**src/rtl/core/lmss_pkg.sv**
```systemverilog
// lmss_pkg: shared types and constants for the led matrix scroll scanner
// holds the item and result word structs, register indexes and reset values
// no dependencies
package lmss_pkg;

	// item operation codes
	localparam logic OP_LOAD = 1'b0;
	localparam logic OP_TICK = 1'b1;

	// configuration register indexes
	typedef enum logic [1:0] {
		CFG_SCROLL_MODE      = 2'd0,
		CFG_DWELL_TICKS      = 2'd1,
		CFG_STATIC_FRAMES    = 2'd2,
		CFG_FRAMES_PER_SHIFT = 2'd3
	} cfg_reg_t;

	localparam int CFG_DATA_W = 16;

	// register reset values
	localparam logic        SCROLL_MODE_RST      = 1'b1;
	localparam logic [15:0] DWELL_TICKS_RST      = 16'd2500;
	localparam logic [7:0]  STATIC_FRAMES_RST    = 8'd50;
	localparam logic [7:0]  FRAMES_PER_SHIFT_RST = 8'd15;

	localparam int ENABLE_W = 8;

	typedef struct packed {
		logic       operation;
		logic [7:0] data_byte;
		logic       is_last;
	} item_word_t;

	typedef struct packed {
		logic [ENABLE_W-1:0] column_enable_n;
		logic [7:0]          row_bits;
		logic                running;
		logic                done_res;
	} result_word_t;

endpackage

```
**src/rtl/core/lmss_store.sv**
```systemverilog
// lmss_store: message byte store with per-entry valid bits
// entries never written since reset read as zero; registered read with write forwarding
// no package dependencies
module lmss_store #(
	parameter int DEPTH = 64,
	localparam int AW = $clog2(DEPTH)
) (
	input  logic          clk,
	input  logic          arst_n,
	input  logic          wr_en,
	input  logic [AW-1:0] wr_addr,
	input  logic [7:0]    wr_data,
	input  logic          rd_en,
	input  logic [AW-1:0] rd_addr,
	output logic [7:0]    rd_byte
);

	logic [7:0]       mem [DEPTH];
	logic [DEPTH-1:0] vld_q;
	logic [7:0]       rd_data_q;
	logic             rd_ok_q;
	logic             fwd;

	// same-edge write to the address being read
	assign fwd = wr_en && (wr_addr == rd_addr);

	always_ff @(posedge clk) begin
		if (wr_en) begin
			mem[wr_addr] <= wr_data;
		end
		if (rd_en) begin
			rd_data_q <= fwd ? wr_data : mem[rd_addr];
		end
	end

	always_ff @(posedge clk or negedge arst_n) begin
		if (!arst_n) begin
			vld_q   <= '0;
			rd_ok_q <= 1'b0;
		end else begin
			if (wr_en) begin
				vld_q[wr_addr] <= 1'b1;
			end
			if (rd_en) begin
				rd_ok_q <= fwd || vld_q[rd_addr];
			end
		end
	end

	assign rd_byte = rd_ok_q ? rd_data_q : 8'd0;

endmodule

```
**src/rtl/core/led_matrix_scroll_scanner.sv**
```systemverilog
// led_matrix_scroll_scanner: top level of the column-multiplexed led matrix scanner
// depends on lmss_pkg and lmss_store
//
// Drives a MATRIX_SIZE-column led matrix one column at a time. Load words
// (operation = load) fill the message store, one column byte per word; the word
// with is_last set fixes the message length and starts a run. While running,
// each tick word counts toward dwell_ticks; when the dwell ends the scan moves
// to the next column, whose active-low enable is driven with the row bits of
// message byte (offset + column) mod length in scroll mode, or of byte
// column in static mode. Static mode shows the first bytes for static_frames
// refreshes; scroll mode holds each offset 0..length-2 for frames_per_shift
// refreshes. done_res pulses on the word that ends a run, and in scroll mode a
// message shorter than two bytes ends on its own last load word. Loads while a
// run is active are dropped, as are bytes past the store depth. Every word
// gives exactly one result word. A word is taken in every cycle in which the
// result register is empty or being drained, so the block runs at one word
// per clock; the result appears in the cycle after the word is taken, from the
// state registers and the store's registered read port. The store is cleared
// at reset through per-entry valid bits, so no clearing pass is needed and
// words are taken right after reset. Configuration writes are always ready
// and must only be issued while no word is in flight; a write during a run
// takes effect from the next word on, mode included.
module led_matrix_scroll_scanner #(
	parameter int MATRIX_SIZE   = 8,
	parameter int MESSAGE_DEPTH = 64
) (
	input  logic                               clk,
	input  logic                               arst_n,
	input  logic                               item_valid,
	output logic                               item_stall,
	input  lmss_pkg::item_word_t               item,
	output logic                               result_valid,
	input  logic                               result_stall,
	output lmss_pkg::result_word_t             result,
	input  logic                               cfg_valid,
	output logic                               cfg_ready,
	input  lmss_pkg::cfg_reg_t                 cfg_index,
	input  logic [lmss_pkg::CFG_DATA_W-1:0]    cfg_data
);

	import lmss_pkg::*;

	localparam int CW = $clog2(MATRIX_SIZE);
	localparam int AW = $clog2(MESSAGE_DEPTH);
	localparam int LW = $clog2(MESSAGE_DEPTH + 1);

	// configuration registers
	logic        scroll_mode_q;
	logic [15:0] dwell_ticks_q;
	logic [7:0]  static_frames_q;
	logic [7:0]  frames_per_shift_q;

	// scan state
	logic [LW-1:0] wp_q, wp_d;
	logic [LW-1:0] len_q, len_d;
	logic [CW-1:0] col_q, col_d;
	logic [AW-1:0] idx_q, idx_d;
	logic [15:0]   dwell_q, dwell_d;
	logic [7:0]    frame_q, frame_d;
	logic [LW-1:0] offset_q, offset_d;
	logic          run_q, run_d;
	logic          done_q, done_d;
	// (offset + column) mod length, kept up in both modes so a mode change lands right
	logic [AW-1:0] sidx_q, sidx_d;

	// result register control
	logic          res_valid_q;
	logic          item_fire;

	// store access
	logic          wr_en;
	logic [7:0]    rd_byte;

	// intermediate values
	logic [LW-1:0] wp_inc;
	logic [16:0]   dwell_sum;
	logic [8:0]    frame_sum;
	logic [7:0]    frame_limit;
	logic [LW-1:0] offset_inc;
	logic [LW-1:0] sidx_ext;
	logic [CW-1:0] col_nxt;
	logic [AW-1:0] stat_idx;
	logic [ENABLE_W-1:0] col_en_n;

	// a word is held back only while the result register is full and stalled
	assign item_stall   = res_valid_q && result_stall;
	assign item_fire    = item_valid && !item_stall;
	assign result_valid = res_valid_q;
	assign cfg_ready    = 1'b1;

	// configuration write port
	always_ff @(posedge clk or negedge arst_n) begin
		if (!arst_n) begin
			scroll_mode_q      <= SCROLL_MODE_RST;
			dwell_ticks_q      <= DWELL_TICKS_RST;
			static_frames_q    <= STATIC_FRAMES_RST;
			frames_per_shift_q <= FRAMES_PER_SHIFT_RST;
		end else if (cfg_valid && cfg_ready) begin
			case (cfg_index)
				CFG_SCROLL_MODE: begin
					scroll_mode_q <= cfg_data[0];
				end
				CFG_DWELL_TICKS: begin
					dwell_ticks_q <= cfg_data[15:0];
				end
				CFG_STATIC_FRAMES: begin
					static_frames_q <= cfg_data[7:0];
				end
				CFG_FRAMES_PER_SHIFT: begin
					frames_per_shift_q <= cfg_data[7:0];
				end
				default: begin
				end
			endcase
		end
	end

	// next scan state for the word being taken
	always_comb begin
		wp_d        = wp_q;
		len_d       = len_q;
		col_d       = col_q;
		idx_d       = idx_q;
		dwell_d     = dwell_q;
		frame_d     = frame_q;
		offset_d    = offset_q;
		run_d       = run_q;
		sidx_d      = sidx_q;
		done_d      = 1'b0;
		wr_en       = 1'b0;
		wp_inc      = wp_q;
		dwell_sum   = {1'b0, dwell_q} + 17'd1;
		frame_sum   = {1'b0, frame_q} + 9'd1;
		frame_limit = scroll_mode_q ? frames_per_shift_q : static_frames_q;
		offset_inc  = offset_q + LW'(1);
		sidx_ext    = LW'(sidx_q) + LW'(1);
		col_nxt     = col_q + CW'(1);
		// static mode shows byte column, wrapped at the store depth
		stat_idx    = (int'(col_nxt) >= MESSAGE_DEPTH) ?
			AW'(int'(col_nxt) - MESSAGE_DEPTH) : AW'(col_nxt);

		if (item_fire) begin
			if (item.operation == OP_LOAD) begin
				if (!run_q) begin
					// store is full once the write pointer reaches the depth
					if (wp_q < LW'(MESSAGE_DEPTH)) begin
						wr_en  = 1'b1;
						wp_inc = wp_q + LW'(1);
					end
					wp_d = wp_inc;
					if (item.is_last) begin
						len_d    = wp_inc;
						wp_d     = '0;
						col_d    = '0;
						idx_d    = '0;
						sidx_d   = '0;
						dwell_d  = '0;
						frame_d  = '0;
						offset_d = '0;
						if (scroll_mode_q && (wp_inc < LW'(2))) begin
							done_d = 1'b1;
						end else begin
							run_d = 1'b1;
						end
					end
				end
			end else if (run_q) begin
				if (dwell_sum >= {1'b0, dwell_ticks_q}) begin
					// dwell over: step to the next column
					dwell_d = '0;
					if (col_q != CW'(MATRIX_SIZE - 1)) begin
						col_d  = col_nxt;
						sidx_d = (sidx_ext == len_q) ? '0 : sidx_ext[AW-1:0];
						if (scroll_mode_q && (len_q != '0)) begin
							idx_d = sidx_d;
						end else begin
							idx_d = stat_idx;
						end
					end else begin
						// frame complete
						col_d  = '0;
						sidx_d = offset_q[AW-1:0];
						idx_d  = scroll_mode_q ? offset_q[AW-1:0] : '0;
						if (frame_sum >= {1'b0, frame_limit}) begin
							frame_d = '0;
							if (!scroll_mode_q) begin
								run_d = 1'b0;
							end else if ((offset_inc + LW'(1)) >= len_q) begin
								run_d = 1'b0;
							end else begin
								offset_d = offset_inc;
								sidx_d   = offset_inc[AW-1:0];
								idx_d    = offset_inc[AW-1:0];
							end
						end else begin
							frame_d = frame_sum[7:0];
						end
					end
					if (!run_d) begin
						done_d   = 1'b1;
						col_d    = '0;
						offset_d = '0;
						idx_d    = '0;
						sidx_d   = '0;
					end
				end else begin
					dwell_d = dwell_sum[15:0];
				end
			end
		end
	end

	always_ff @(posedge clk or negedge arst_n) begin
		if (!arst_n) begin
			wp_q        <= '0;
			len_q       <= '0;
			col_q       <= '0;
			idx_q       <= '0;
			sidx_q      <= '0;
			dwell_q     <= '0;
			frame_q     <= '0;
			offset_q    <= '0;
			run_q       <= 1'b0;
			done_q      <= 1'b0;
			res_valid_q <= 1'b0;
		end else begin
			if (item_fire) begin
				wp_q     <= wp_d;
				len_q    <= len_d;
				col_q    <= col_d;
				idx_q    <= idx_d;
				sidx_q   <= sidx_d;
				dwell_q  <= dwell_d;
				frame_q  <= frame_d;
				offset_q <= offset_d;
				run_q    <= run_d;
				done_q   <= done_d;
			end
			// result register fills on every taken word, empties when drained
			if (item_fire) begin
				res_valid_q <= 1'b1;
			end else if (!result_stall) begin
				res_valid_q <= 1'b0;
			end
		end
	end

	// message store, read at the index the word leaves behind
	lmss_store #(
		.DEPTH(MESSAGE_DEPTH)
	) u_store (
		.clk     (clk),
		.arst_n  (arst_n),
		.wr_en   (wr_en),
		.wr_addr (wp_q[AW-1:0]),
		.wr_data (item.data_byte),
		.rd_en   (item_fire),
		.rd_addr (idx_d),
		.rd_byte (rd_byte)
	);

	// columns past the eighth have no enable pin
	always_comb begin
		col_en_n = '1;
		for (int j = 0; j < ENABLE_W; j++) begin
			if (run_q && (j < MATRIX_SIZE) && (col_q == CW'(j))) begin
				col_en_n[j] = 1'b0;
			end
		end
	end

	assign result.column_enable_n = col_en_n;
	assign result.row_bits        = run_q ? rd_byte : 8'd0;
	assign result.running         = run_q;
	assign result.done_res        = done_q;

endmodule
```
**config.mk**
```make
export PLATFORM = sky130hd
export DESIGN_NAME = led_matrix_scroll_scanner
export DESIGN_NICKNAME = d
export VERILOG_FILES = /design/src/rtl/core/lmss_pkg.sv /design/src/rtl/core/lmss_store.sv /design/src/rtl/core/led_matrix_scroll_scanner.sv
export SDC_FILE = /design/constraint.sdc
export NUM_CORES = 1
export LEC_CHECK = 0
export ABC_AREA = 1
export BUFFER_PORTS_ARGS = -buffer_cell sky130_fd_sc_hd__buf_2
export CAP_MARGIN = 20
export CELL_PAD_IN_SITES_DETAIL_PLACEMENT = 1
export CELL_PAD_IN_SITES_GLOBAL_PLACEMENT = 2
export CORE_ASPECT_RATIO = 2
export CORE_MARGIN = 4
export CORE_UTILIZATION = 38
export DETAILED_ROUTE_END_ITERATION = 8
export HOLD_SLACK_MARGIN = 0.02
export PLACE_DENSITY_LB_ADDON = 0.1
export SLEW_MARGIN = 5
export SYNTH_ARGS = -nofsm -noshare
export SYNTH_HDL_FRONTEND = slang
export SYNTH_HIERARCHICAL = 1
export SYNTH_SLANG_ARGS = --single-unit
```
**constraint.sdc**
```tcl
create_clock -name clk -period 4.56 [get_ports clk]
set_clock_uncertainty 0.05 [all_clocks]
set_input_delay 0.684 -clock clk [delete_from_list [all_inputs] [get_ports clk]]
set_output_delay 0.684 -clock clk [all_outputs]
set_load 0.03 [all_outputs]
```
==> reports/metrics.yaml, run 1 <==
outcome: "finished with violations"
violations: "setup timing"
die_h_um: 410
yosys-top-cells-area: "edfxtp_1 51%, dfrtp_1 12%, nand2_1 12%"
htreeDepth: 3
grt-busiest-layer: "met2"
grt_util_met1_pct: 26.9
seq_area_frac_synth_pct: 64.1
cts_tree: "built"
grt_max_degree: 80
rsz0062_at_grt: "yes"
cts_sinks: 681
syn-num-nets: 3100
drc: 0
cpPeakStageDelay_ps: 390
hold_viol_final: 0
setup.worst_path.start_class: "flop"
drt_iter0_markers: 1448
irDropWorstVdd_mv: 0.323
worst_setup_path_end_kind: "flop"
cts_hold_buf: 0
max_cap_violations: 0
slowest_stage: "dfrtp_1"
ant_nets: 0
antenna_found_initial: 1
grt-ovfl-total: 0
antenna_cells: 0
clk_latency_ps: 640
vias: 23416
ys.flop_type: "edfxtp_1"
worstPathMaxFanout: 34
crit_type: "reg2reg"
ys_ff_latch: 681
gp_congestion: 0.815
coreArea_um2: 80200
grt_use_total_pct: 24.4
power_frac_clock_pct: 34.6
area_growth_pct: 22.7
cts_root_buffer: "clkbuf_16"
setup_violations: 9
switching_share_pct: 30.0
via_per_inst: 5.32
synth_area_um2: 30700
power_frac_seq_pct: 41.7
critPathArrivalTime_ps: 5060
placement_rows: 147
power_density_nw_per_um2: 437
numPortBuffers: 52
finish.instance_area_um2: 37600
layout_setup_ws_ps: -155
p_sw_mw: 4.93
ys.warnings.count: 6
cts_buffers: 67
cpMostUsedCell: "nand2_1"
initial_utilization_pct: 38.2
power.internal_mw: 11.5
nFillCells: 8866
hpwlAfterDp_mm: 68.7
fmax_mhz: 212
placed_cell_area_um2: 33900
wirelength_mm: 106
rr_worst_depth: 32
grt_pass1_wl_mm: 159
post-route-period-util_pct: 103
avgSynthCellArea_um2: 10.1
hold_slack_ps: 55.9
dr.pass1.iters: 7
hold_path.class: "in2async"
detailedPlace.worstSlack_ps: -745
ys_async_sr_fraction_pct: 23.6
yosysTopAreaCellShare_pct: 50.9
max_slew_margin_pct: 29.6
yosys.area.top_type: "edfxtp_1"
drive_above_1_share_pct: 21.5
use_met2_pct: 47.6
worstMarginPinSlew_ps: 1050
pwr-share-comb_pct: 23.7
maxSlewViolCount: 0
first_global_vias: 25495
wire_per_inst_um: 24.0
die_area_um2: 85600
cts_buffer_depth: 3
period_needed_ps: 4720
worstPathRequired_ps: 4910
total_power_mw: 16.5
synth_edf_count: 520
synthCells: 3022
leakagePower_nw: 15.7
met3_usage_pct: 2.40
nNetsFinal: 3389
yosysMostFrequentCell: "nand2_1"
synth.distinct_cells: 48
ios: 54
clk_pin_slew_ps: 70
synth_common_cells: "952 x nand2_1, 596 x nand3_1, 520 x edfxtp_1"
die_x_um: 209
power groups by stage:
stage                     clock network (mW)  registers, mW  logic [mW]
after CTS                               5.86           6.86        3.86
final                                   5.69           6.87        3.90
after global placement                     0           6.99        3.28
after detailed placement                   0           6.99        3.32
after global routing                    6.08           6.87        4.22
after floorplan                            0           6.97        1.75
worst paths after layout:
path / slack (ps) / end / startpoint
min in group clk: 250 / dwell_ticks_q[11] / cfg_data[11]
hold / removal: 60 / sidx_q[5] / arst_n
hold reg to reg: 420 / u_store/vld_q[38] / u_store/vld_q[38]
max in group asynchronous: 3310 / wp_q[0] / arst_n
setup / recovery: -160 / u_store/rd_data_q[1] / dwell_q[0]
setup reg to reg: -160 / u_store/rd_data_q[1] / dwell_q[0]
area by class of cell:
class / instances / area (µm²) / share of cell area [%]
Multi-Input combinational cell: 2031 / 10300 / 27.3
Inverter: 166 / 652 / 1.73
Sequential cell: 681 / 19700 / 52.2
Tap cell: 1043 / 1310 / 3.47
Timing Repair Buffer: 364 / 3520 / 9.36
Clock buffer: 91 / 1900 / 5.05
Clock inverter: 29 / 314 / 0.835
flip-flops by register name (all words and copies together), names as in the netlist, 3 cells and up:
name                cells
offset_q                7
u_store/mem           512
col_q                   3
wp_q                    7
idx_q                   6
frames_per_shift_q      8
dwell_q                16
frame_q                 8
len_q                   7
u_store/rd_data_q       8
u_store/vld_q          64
static_frames_q         8
dwell_ticks_q          16
sidx_q                  6
layer usage:
metal  up-vias  wire length, µm
met5         -                0
met4         0             4240
met3       185             3170
met2       457            59100
met1     11957            39000
li1      10817                -
stage by stage:
stage | util [%] | TNS [ps] | std cells
after CTS | 46.6 | -1210 | 4393
after floorplan | - | 0 | 3022
after global routing | 46.9 | -3860 | 4405
after detailed placement | 42.2 | -5190 | 4233
final | 46.9 | -1080 | 4405
after global placement | 42.2 | -4910 | 4233
worst max-delay path, delay by kind of cell, from the launching register on:
family          cells  cell delay (ps)
compound gates      1               50
xor+xnor            1              220
fa+ha+maj           1              300
buf+inv             5              720
flops               1              390
simple gates       24             2700
cell families after synthesis:
kind of cell	synth area share, %
fa+ha+maj	1.84
simple gates	26.0
xor+xnor	1.03
compound gates	2.61
mux	0.228
buf+inv	4.22
other cells	0.0122
flops	64.1
cells in the final DEF (no fill, tap or decap), types with 6 or more instances in the layout:
cell type,n
nand2_1,919
nand3_1,535
edfxtp_1,520
buf_4,240
dfrtp_1,148
inv_1,145
nor2_1,117
clkbuf_16,71
or2_2,65
o21ai_0,59
nand3_2,58
buf_2,52
nand2_2,47
ha_1,43
a21oi_1,33
buf_12,31
xor2_1,29
buf_6,16
inv_2,15
o21ai_2,15
buf_16,15
nand4_1,14
o21ai_1,14
clkbuf_1,14
dfstp_2,13
clkinv_1,11
clkinv_2,9
nor3_1,8
clkbuf_8,8
nor2_4,7
mux2i_1,7
nor2_2,6
xnor2_1,6
nand3_4,6
o22ai_1,6
bufinv_16,6
what timing repair did:
action	CTS	global route
setup endpoints to repair	9	9
endpoints found under the hold margin	0	0
resized for setup	137	40
cloned	14	1
setup buffers	26	9
pin swaps	39	11
No activity file was read; power rests on OpenSTA's default activity.
==> run 2, diff against run 1 <==
CORE_MARGIN = 8   (was 4)
CORE_UTILIZATION = 42   (was 38)
SLEW_MARGIN = 20   (was 5)
clock period = 4.5 ns   (was 4.56 ns; I/O delays follow)
==> reports/metrics.yaml, run 2 (synthesis results as in run 1) <==
clk_pin_slew_ps: 70  # about the same
final_common_cell: "nand2_1"
rsz0062_at_grt: "yes"
p_sw_mw: 5.07  # +2.8%
hold_viol_final: 3  # +3
clk_latency_ps: 650  # about the same
antenna_found_initial: 0  # -1
power.internal_mw: 11.5  # +0.20%
use_met2_pct: 48.5  # +0.93 points
nNetsFinal: 3387  # -0.059%
fmax_mhz: 214  # +0.78%
grt_max_degree: 88  # +10%
cts_hold_buf: 0  # unchanged
grt_pass1_wl_mm: 156  # -1.9%
power_density_nw_per_um2: 441  # +0.93%
final_cells: 4285  # -2.7%
cpPeakStageDelay_ps: 390  # about the same
hold_path.class: "in2async"
wire_per_inst_um: 24.1  # +0.44%
worstPathRequired_ps: 4860  # -50 ps
regMostFlops: "u_store/mem"
worstMarginPinSlew_ps: 1030  # -25.2 ps
switching_share_pct: 30.5  # +0.54 points
dp_cells: 4111  # -2.9%
hpwlAfterDp_mm: 69.2  # +0.68%
cts_root_buffer: "clkbuf_16"
seqCellArea_um2: 19700  # unchanged
rrSetupSlack_ps: -180  # -20 ps
wirelength_mm: 103  # -2.3%
die_h_um: 398  # -2.8%
setup_violations: 9  # unchanged
drive_above_1_share_pct: 22.7  # +1.2 points
first_global_vias: 25900  # +1.6%
hold_slack_ps: -9.12  # -65.0 ps
cts_sinks: 681  # unchanged
violations: "hold timing, setup timing"
max_slew_margin_pct: 31.5  # +1.9 points
coreArea_um2: 72500  # -9.6%
antenna_cells: 0  # unchanged
max_cap_violations: 0  # unchanged
worstPathMaxFanout: 9  # -74%
worst_setup_path_end_kind: "flop"
numPortBuffers: 52  # unchanged
grt_use_total_pct: 24.9  # +0.51 points
cts_buffers: 66  # -1.5%
reg_top3: "u_store/mem x512, u_store/vld_q x64"
outcome: "finished with violations"
detailedPlace.worstSlack_ps: -503  # +242 ps
most-common-layout-cells: "922 x nand2_1, 520 x edfxtp_1, 505 x nand3_1"
irDropWorstVdd_mv: 0.349  # +8.0%
fin_setup_tns_ps: -1300  # -222 ps
grt_util_met1_pct: 25.9  # -0.97 points
grt-busiest-layer: "met2"
leakagePower_nw: 15.7  # about the same
ant_nets: 0  # unchanged
slowest_stage: "dfrtp_1"
ios: 54  # unchanged
initial_utilization_pct: 42.3  # +4.0 points
placement_rows: 140  # -4.8%
gp_congestion: 0.858  # +5.3%
power_frac_clock_pct: 34.5  # about the same
cts_tree: "built"
crit_type: "reg2reg"
nFillCells: 7863  # -11%
power_frac_seq_pct: 41.9  # +0.2 points
area_growth_pct: 22.7  # about the same
die_area_um2: 82500  # -3.7%
drc: 0  # unchanged
maxSlewViolCount: 0  # unchanged
dr.pass1.iters: 5  # -2
setup.worst_path.start_class: "flop"
period_needed_ps: 4680  # -36.3 ps
die_x_um: 207  # -0.87%
via_per_inst: 5.49  # +3.2%
cts_buffer_depth: 3  # unchanged
multiInputGateArea_um2: 10500  # +2.0%
layout_setup_ws_ps: -179  # -23.7 ps
grt-ovfl-total: 0  # unchanged
met3_usage_pct: 2.86  # +0.46 points
critPathArrivalTime_ps: 5040  # -20 ps
largest_register_ffs: 512  # unchanged
drt_iter0_markers: 1251  # -14%
post-route-period-util_pct: 104  # +0.57 points
htreeDepth: 3  # unchanged
pwr-share-comb_pct: 23.6  # about the same
vias: 23509  # +0.40%
run 2: path summary, 6_finish.rpt:
check / from / to / cells after the start
max: dwell_q[0] / u_store/rd_data_q[0] / 33
min: arst_n / offset_q[0] / 1
max reg2reg: dwell_q[0] / u_store/rd_data_q[0] / 33
min reg2reg: u_store/vld_q[5] / u_store/vld_q[5] / 1
max in group asynchronous: arst_n / u_store/vld_q[5] / 2
min in group clk: cfg_data[8] / dwell_ticks_q[8] / 3
run 2: per-layer routing:
metal  vias to the layer above  routed length [µm]
li1                      10821                   -
met1                     11993               37300
met2                       488               57500
met3                       207                3330
met4                         0                5040
met5                         -                   0
run 2: timing repair:
item                       4_1_cts  5_1_grt
pin swaps                       31       54
cloned                           8        4
setup endpoints to repair        9        9
gates resized for setup        117       89
setup buffers                   32        9
run 2: worst max-delay path: cells and delay by family (launching register included):
kind            cells  cell delay [ps]
xor+xnor            1              170
flops               1              390
simple gates       23             2440
compound gates      1               60
fa+ha+maj           1              280
buf+inv             7              980
run 2: cell type report:
| cell class | instances | area share (%) |
|---|---|---|
| sequential | 681 | 52.2 |
| multi-input combinational | 2032 | 27.8 |
| timing repair buffer | 362 | 9.30 |
| clock buffer | 84 | 4.86 |
| tap | 923 | 3.07 |
| inverter | 166 | 1.74 |
| clock inverter | 37 | 0.964 |
run 2: power groups by stage:
stage	registers (mW)	logic, mW	clock network (mW)
finish	6.96	3.91	5.74
global route	6.97	4.22	6.07
CTS	6.96	3.77	5.87
detailed placement	7.09	3.35	0
global placement	7.09	3.29	0
floorplan	7.06	1.78	0
run 2: through the flow:
| step | hold WS [ps] | cell area [µm²] | total power, mW | util (%) |
|---|---|---|---|---|
| 6_report | -9.12 | 37600 | 16.6 | 51.9 |
| 2_1_floorplan | 329 | 30700 | 8.84 | - |
| 3_3_place_gp | 402 | 33900 | 10.4 | 46.7 |
| 4_1_cts | 35.4 | 37100 | 16.6 | 51.1 |
| 3_5_place_dp | 405 | 33900 | 10.4 | 46.7 |
| 5_1_grt | 52.7 | 37600 | 17.3 | 51.9 |
